==> src/rtl/spq_pkg.sv <==
// ----------------------------------------------------------------------------
// spq_pkg
// types and codes shared by the sorted priority queue modules
// ----------------------------------------------------------------------------
`timescale 1ns / 1ps

package spq_pkg;

  localparam int VALUE_W  = 32;
  localparam int STATUS_W = 2;
  localparam int FILL_W   = 5;

  localparam logic KIND_INSERT = 1'b0;
  localparam logic KIND_POP    = 1'b1;

  localparam logic [STATUS_W-1:0] STATUS_DONE  = 2'd0;
  localparam logic [STATUS_W-1:0] STATUS_EMPTY = 2'd1;
  localparam logic [STATUS_W-1:0] STATUS_FULL  = 2'd2;

  typedef struct packed {
    logic                      kind;
    logic signed [VALUE_W-1:0] value;
  } in_item_t;

  typedef struct packed {
    logic signed [VALUE_W-1:0] popped_value;
    logic [STATUS_W-1:0]       status;
    logic [FILL_W-1:0]         fill_level;
  } out_item_t;

  // controller to datapath
  typedef struct packed {
    logic                capture;
    logic                write_insert;
    logic                write_pop;
    logic                load_result;
    logic [STATUS_W-1:0] result_code;
  } spq_cmd_t;

  // datapath to controller
  typedef struct packed {
    logic is_pop;
    logic full;
    logic empty;
  } spq_stat_t;

endpackage

==> src/rtl/spq_ctrl.sv <==
// ----------------------------------------------------------------------------
// spq_ctrl
// two-state sequencer: capture a beat, then apply it and load the result
// ----------------------------------------------------------------------------
`timescale 1ns / 1ps

module spq_ctrl (
  input  logic              clk,
  input  logic              rst_n,
  input  logic              in_valid,
  output logic              in_ready,
  output logic              out_valid,
  input  logic              out_ready,
  input  spq_pkg::spq_stat_t stat,
  output spq_pkg::spq_cmd_t  cmd
);
  import spq_pkg::*;

  localparam logic ST_IDLE  = 1'b0;
  localparam logic ST_APPLY = 1'b1;

  logic state_r, state_nxt;
  logic out_valid_r, out_valid_nxt;
  logic accept;

  assign in_ready  = (state_r == ST_IDLE) && (!out_valid_r || out_ready);
  assign accept    = in_valid && in_ready;
  assign out_valid = out_valid_r;

  always_comb begin
    state_nxt = state_r;
    unique case (state_r)
      ST_IDLE:  if (accept) state_nxt = ST_APPLY;
      ST_APPLY: state_nxt = ST_IDLE;
      default:  state_nxt = ST_IDLE;
    endcase
  end

  // the output register is always free in apply: ready required it on accept
  always_comb begin
    out_valid_nxt = out_valid_r;
    if (state_r == ST_APPLY) begin
      out_valid_nxt = 1'b1;
    end else if (out_ready) begin
      out_valid_nxt = 1'b0;
    end
  end

  always_comb begin
    cmd              = '0;
    cmd.capture      = accept;
    cmd.load_result  = (state_r == ST_APPLY);
    cmd.write_insert = (state_r == ST_APPLY) && !stat.is_pop && !stat.full;
    cmd.write_pop    = (state_r == ST_APPLY) && stat.is_pop && !stat.empty;
    priority if (stat.is_pop && stat.empty) begin
      cmd.result_code = STATUS_EMPTY;
    end else if (!stat.is_pop && stat.full) begin
      cmd.result_code = STATUS_FULL;
    end else begin
      cmd.result_code = STATUS_DONE;
    end
  end

  always_ff @(posedge clk) begin
    if (!rst_n) begin
      state_r     <= ST_IDLE;
      out_valid_r <= 1'b0;
    end else begin
      state_r     <= state_nxt;
      out_valid_r <= out_valid_nxt;
    end
  end

endmodule

==> src/rtl/spq_datapath.sv <==
// ----------------------------------------------------------------------------
// spq_datapath
// row of sorted cells with parallel compare and one-step shift
// ----------------------------------------------------------------------------
`timescale 1ns / 1ps

module spq_datapath #(
  parameter int CAPACITY = 16
) (
  input  logic                clk,
  input  logic                rst_n,
  input  spq_pkg::in_item_t   in_data,
  input  spq_pkg::spq_cmd_t   cmd,
  output spq_pkg::spq_stat_t  stat,
  output spq_pkg::out_item_t  out_data
);
  import spq_pkg::*;

  localparam int CNT_W = $clog2(CAPACITY + 1);

  logic [CAPACITY-1:0][VALUE_W-1:0] cell_r;
  logic [CAPACITY-1:0][VALUE_W-1:0] cell_nxt;
  logic [CAPACITY-1:0]              ge_r;
  logic [CAPACITY-1:0]              stay;
  logic [CNT_W-1:0]                 count_r, count_nxt;
  logic                             kind_r;
  logic signed [VALUE_W-1:0]        value_r;
  out_item_t                        out_data_r;

  assign stat.is_pop = (kind_r == KIND_POP);
  assign stat.full   = (count_r == CNT_W'(CAPACITY));
  assign stat.empty  = (count_r == '0);

  for (genvar gi = 0; gi < CAPACITY; gi++) begin : g_cell
    logic [VALUE_W-1:0] ins_src;
    logic [VALUE_W-1:0] pop_src;

    // cell stays put when it holds a value smaller than the new one
    assign stay[gi] = (CNT_W'(gi) < count_r) && !ge_r[gi];

    if (gi == 0) begin : g_head
      assign ins_src = value_r;
    end else begin : g_body
      assign ins_src = stay[gi-1] ? value_r : cell_r[gi-1];
    end

    if (gi == CAPACITY - 1) begin : g_tail
      assign pop_src = cell_r[gi];
    end else begin : g_inner
      assign pop_src = cell_r[gi+1];
    end

    assign cell_nxt[gi] = (cmd.write_insert && !stay[gi]) ? ins_src :
                          cmd.write_pop                   ? pop_src :
                                                            cell_r[gi];
  end

  always_comb begin
    count_nxt = count_r;
    if (cmd.write_insert) begin
      count_nxt = CNT_W'(count_r + 1'b1);
    end else if (cmd.write_pop) begin
      count_nxt = CNT_W'(count_r - 1'b1);
    end
  end

  always_ff @(posedge clk) begin
    if (!rst_n) begin
      count_r <= '0;
    end else begin
      count_r <= count_nxt;
    end
  end

  always_ff @(posedge clk) begin
    cell_r <= cell_nxt;
    if (cmd.capture) begin
      kind_r  <= in_data.kind;
      value_r <= in_data.value;
      for (int i = 0; i < CAPACITY; i++) begin
        ge_r[i] <= ($signed(cell_r[i]) >= in_data.value);
      end
    end
    if (cmd.load_result) begin
      out_data_r.popped_value <= cmd.write_pop ? $signed(cell_r[0]) : '0;
      out_data_r.status       <= cmd.result_code;
      out_data_r.fill_level   <= FILL_W'(count_nxt);
    end
  end

  assign out_data = out_data_r;

endmodule

==> src/rtl/sorted_priority_queue.sv <==
// ----------------------------------------------------------------------------
// sorted_priority_queue
// bounded ascending priority queue of signed 32-bit values
// ----------------------------------------------------------------------------
//  channel   dir   handshake              payload
//  in_       in    in_valid / in_ready    spq_pkg::in_item_t  (kind, value)
//  out_      out   out_valid / out_ready  spq_pkg::out_item_t (popped_value,
//                                                              status, fill_level)
//
//  every beat is captured and compared against all cells in parallel, then
//  the cell row is shifted and the result register loaded.
//  one beat in flight at a time; the next is taken as the result leaves.
//  out_ready low holds the result and keeps in_ready low after it is loaded.
//  synchronous active-low reset empties the queue; no clearing pass.
// ----------------------------------------------------------------------------
`timescale 1ns / 1ps

module sorted_priority_queue #(
  parameter int CAPACITY = 16
) (
  input  logic               clk,
  input  logic               rst_n,
  input  logic               in_valid,
  output logic               in_ready,
  input  spq_pkg::in_item_t  in_data,
  output logic               out_valid,
  input  logic               out_ready,
  output spq_pkg::out_item_t out_data
);
  import spq_pkg::*;

  spq_cmd_t  cmd;
  spq_stat_t stat;

  spq_ctrl u_ctrl (
    .clk       (clk),
    .rst_n     (rst_n),
    .in_valid  (in_valid),
    .in_ready  (in_ready),
    .out_valid (out_valid),
    .out_ready (out_ready),
    .stat      (stat),
    .cmd       (cmd)
  );

  spq_datapath #(
    .CAPACITY (CAPACITY)
  ) u_dp (
    .clk      (clk),
    .rst_n    (rst_n),
    .in_data  (in_data),
    .cmd      (cmd),
    .stat     (stat),
    .out_data (out_data)
  );

endmodule

==> config.mk <==
export PLATFORM = sky130hd
export DESIGN_NAME = sorted_priority_queue
export DESIGN_NICKNAME = d
export VERILOG_FILES = /design/src/rtl/spq_pkg.sv /design/src/rtl/spq_ctrl.sv /design/src/rtl/spq_datapath.sv /design/src/rtl/sorted_priority_queue.sv
export SDC_FILE = /design/constraint.sdc
export NUM_CORES = 2
export LEC_CHECK = 0
export BUFFER_PORTS_ARGS = -buffer_cell sky130_fd_sc_hd__buf_2
export CAP_MARGIN = 30
export CELL_PAD_IN_SITES_DETAIL_PLACEMENT = 0
export CELL_PAD_IN_SITES_GLOBAL_PLACEMENT = 1
export CORE_MARGIN = 2
export CORE_UTILIZATION = 56
export DETAILED_ROUTE_END_ITERATION = 8
export PLACE_DENSITY = 0.87
export SLEW_MARGIN = 20
export SYNTH_ARGS = -nofsm -noshare
export SYNTH_HDL_FRONTEND = slang
export SYNTH_SLANG_ARGS = --single-unit
==> constraint.sdc <==
create_clock -name clk -period 10.3 [get_ports clk]
set_clock_uncertainty 0.1 [all_clocks]
set_input_delay 2.06 -clock clk [delete_from_list [all_inputs] [get_ports clk]]
set_output_delay 2.06 -clock clk [all_outputs]
set_load 0.1 [all_outputs]
==> flow_summary.toml <==
[sta]
slew_viol_final = 0
setup_violations = 0
slew_headroom = 0.3240
tightest_slew_ps = 1014
setup_slack_ps = 5277
fmax_mhz = 199.1
post-route-period-util = 0.4877
period_needed_ps = 5023
rsz0062_at_grt = "false"
hold_viol = 0
fin_tns_setup_ps = 0

[layout]
fillers = 5871
final_cell_mix = "edfxtp_1 (600), nand2_1 (526), ha_1 (515)"
regArea_um2 = 18160
nets = 4276
syn2layout_area_growth_pct = 9.300
multi_input_area_um2 = 21090
drive_gt1_frac = 0.09086
diodes = 0
layout_commonest_cell = "edfxtp_1"

[power]
netSwitchingPower_mw = 1.653
p_per_area_nw_per_um2 = 140.7
p_seq_frac = 0.482
p_leak_nw = 16.96
pwr-share-clk = 0.394
p_sw_frac = 0.2676
power_frac_comb = 0.124
peakVddDrop_v = 0.0001143
intPower_mw = 4.522

[routing]
drc = 0
num_vias = 29160
viasPerCell = 6.171
final_antenna_net_count = 0
initialDrtViolationCount = 2230
first_pass_iters = 6
routed_wl_um = 104300
route.detailed.wl_per_inst_um = 22.07

[die]
num_rows = 98
core_um2 = 71240
die_area_um2 = 73870
io_pins = 78
start_util = 0.5637
dieWidth_um = 271.8
die_y_um = 271.8

[critical_path]
cp.arrival_ps = 2860
crit_type = "input port to primary output"
cpMostUsedCell = "buf_2"
crit_fanout = 4
cp-start-kind = "input port"
reg2reg_depth = 10
path_cells = "buf_2 -> inv_1 -> a21oi_1 -> buf_2"
cp.depth = 4
end_kind = "primary output"
cpPeakStageDelay_ps = 480
required_ps = 8140
crit_family = "buffers and inverters"
path_buf_inv = 3
crit_slowest_cell = "buf_2"

[outcome]
status = "finished, final reports clean"

[synth]
syn_inst = 3697
ys_async_sr_fraction = 0
synth_top_cell_area_share = 0.4487
ys.flop_type = "edfxtp_1"
synth-warning-count = 0
synth_area_leaders = "edfxtp_1 (45%), ha_1 (16%), mux2i_1 (11%), o21ai_0 (5.5%), nand2_1 (4.9%)"
yosysTopAreaCell = "edfxtp_1"
synth-seq-area-share = 0.4521
synth_edf_count = 600
synth_area_um2 = 40160
synth-seq-cells = 607
yosysUniqueCellTypes = 53
syn-mean-instance-area_um2 = 10.86
syn_nets = 4249

[clock_network]
htree_levels = 3
ctsRootBufferMaster = "clkbuf_16"
worstSkewPairLatency_ps = 620
cts_sinks = 607
clockBufferDepth = 3
cts_tree = "yes"
ctsHoldBuffers = 0
cts_buffers = 71
post_cts_buffers = 0
cts-resized-gates = 0
clkTransAtPathRegs_ps = 60

[placement]
routabilityCongestion = 0.8871
dpl_worst_slack_ps = 5197
port_buffers = 77
hpwl_um = 79940

[grt]
grt_pass1_vias = 28850
grt_pass1_wl_um = 163200
grt_antenna_before_repair = 0
grt_max_degree = 66
grt_usage = 0.2797
grt_overflow = 0

[job]
drv_cap = 0

[worst_hold_path]
hold_path_class = "flop to flop"
holdPathStages = 2
[layer usage]
layer / vias to the layer above / routed length, um / GRT usage
met3: 167 / 4964 / 0.02760
met1: 14070 / 48210 / 0.3936
met4: 0 / 3210 / 0.09760
met2: 817 / 47880 / 0.4529
li1: 14100 / - / -
met5: - / 0 / 0
[state kept, by name, summed over array words and instances (netlist names)]
register	count
u_ctrl.out_valid	1
u_ctrl.state_r	1
u_dp.cell_r	32
u_dp.count_r	5
u_dp.g_cell.ins_src	32
u_dp.g_cell.pop_src	480
u_dp.ge_r	16
u_dp.kind_r	1
u_dp.out_data	39
[synthesized netlist by cell type (55+ instances only)]
library cell,n
nor2_1,81
edfxtp_1,600
mux2_2,64
a21o_1,55
nand2_1,526
nand4_1,115
buf_2,76
a21oi_1,260
mux2i_1,446
clkbuf_1,88
o21ai_0,441
ha_1,515
[power groups by stage]
stage / combinational, mW / clock [mW] / sequential [mW]
2_1_floorplan: 0.527 / 0 / 3.00
3_3_place_gp: 0.725 / 0 / 3.02
3_5_place_dp: 0.760 / 0 / 3.02
4_1_cts: 0.765 / 2.47 / 2.97
5_1_grt: 0.863 / 2.56 / 2.99
6_report: 0.767 / 2.43 / 2.98
[worst paths after layout]
path         slack (ps)                                   end                          start
max reg2reg        6210  u_dp.g_cell[3].pop_src[30]$_DFFE_PP_     u_dp.count_r[1]$_SDFF_PN0_
min                 460         u_ctrl.out_valid$_SDFFE_PN0P_  u_ctrl.out_valid$_SDFFE_PN0P_
max                5280                              in_ready                      out_ready
min reg2reg         460         u_ctrl.out_valid$_SDFFE_PN0P_  u_ctrl.out_valid$_SDFFE_PN0P_
[through the flow]
step	utilization	hold WS, ps	cell area, um^2	power (mW)	cells
6_report	0.6161	459.9	43890	6.175	4725
5_1_grt	0.6161	496.0	43890	6.408	4725
4_1_cts	0.6157	465.1	43860	6.205	4722
3_5_place_dp	0.5853	449.4	41700	3.782	4598
3_3_place_gp	0.5814	425.8	41420	3.746	4587
2_1_floorplan	-	421.9	40160	3.524	3697
[kinds of logic after synthesis]
family | Yosys count | synth area share
xor+xnor | 3 | 0.0006544
flops | 607 | 0.4521
compound gates | 913 | 0.1275
buf+inv | 242 | 0.02801
mux | 510 | 0.1291
fa+ha+maj | 515 | 0.1605
simple gates | 907 | 0.1022
[final cells by class]
cell class	instances	area share
clock buffers	85	0.04264
clock inverters	39	0.006699
inverters	52	0.004447
multi-input cells	2848	0.4806
flip-flops and latches	607	0.4137
well taps	950	0.02708
repair buffers	144	0.02486
[tightest hold or removal path, cell delays in order, from the launching register on]
cell and delay, ps:
dfxtp_1 320, a21oi_1 90, nor2b_1 110
Power figures use the tool's default switching activity.
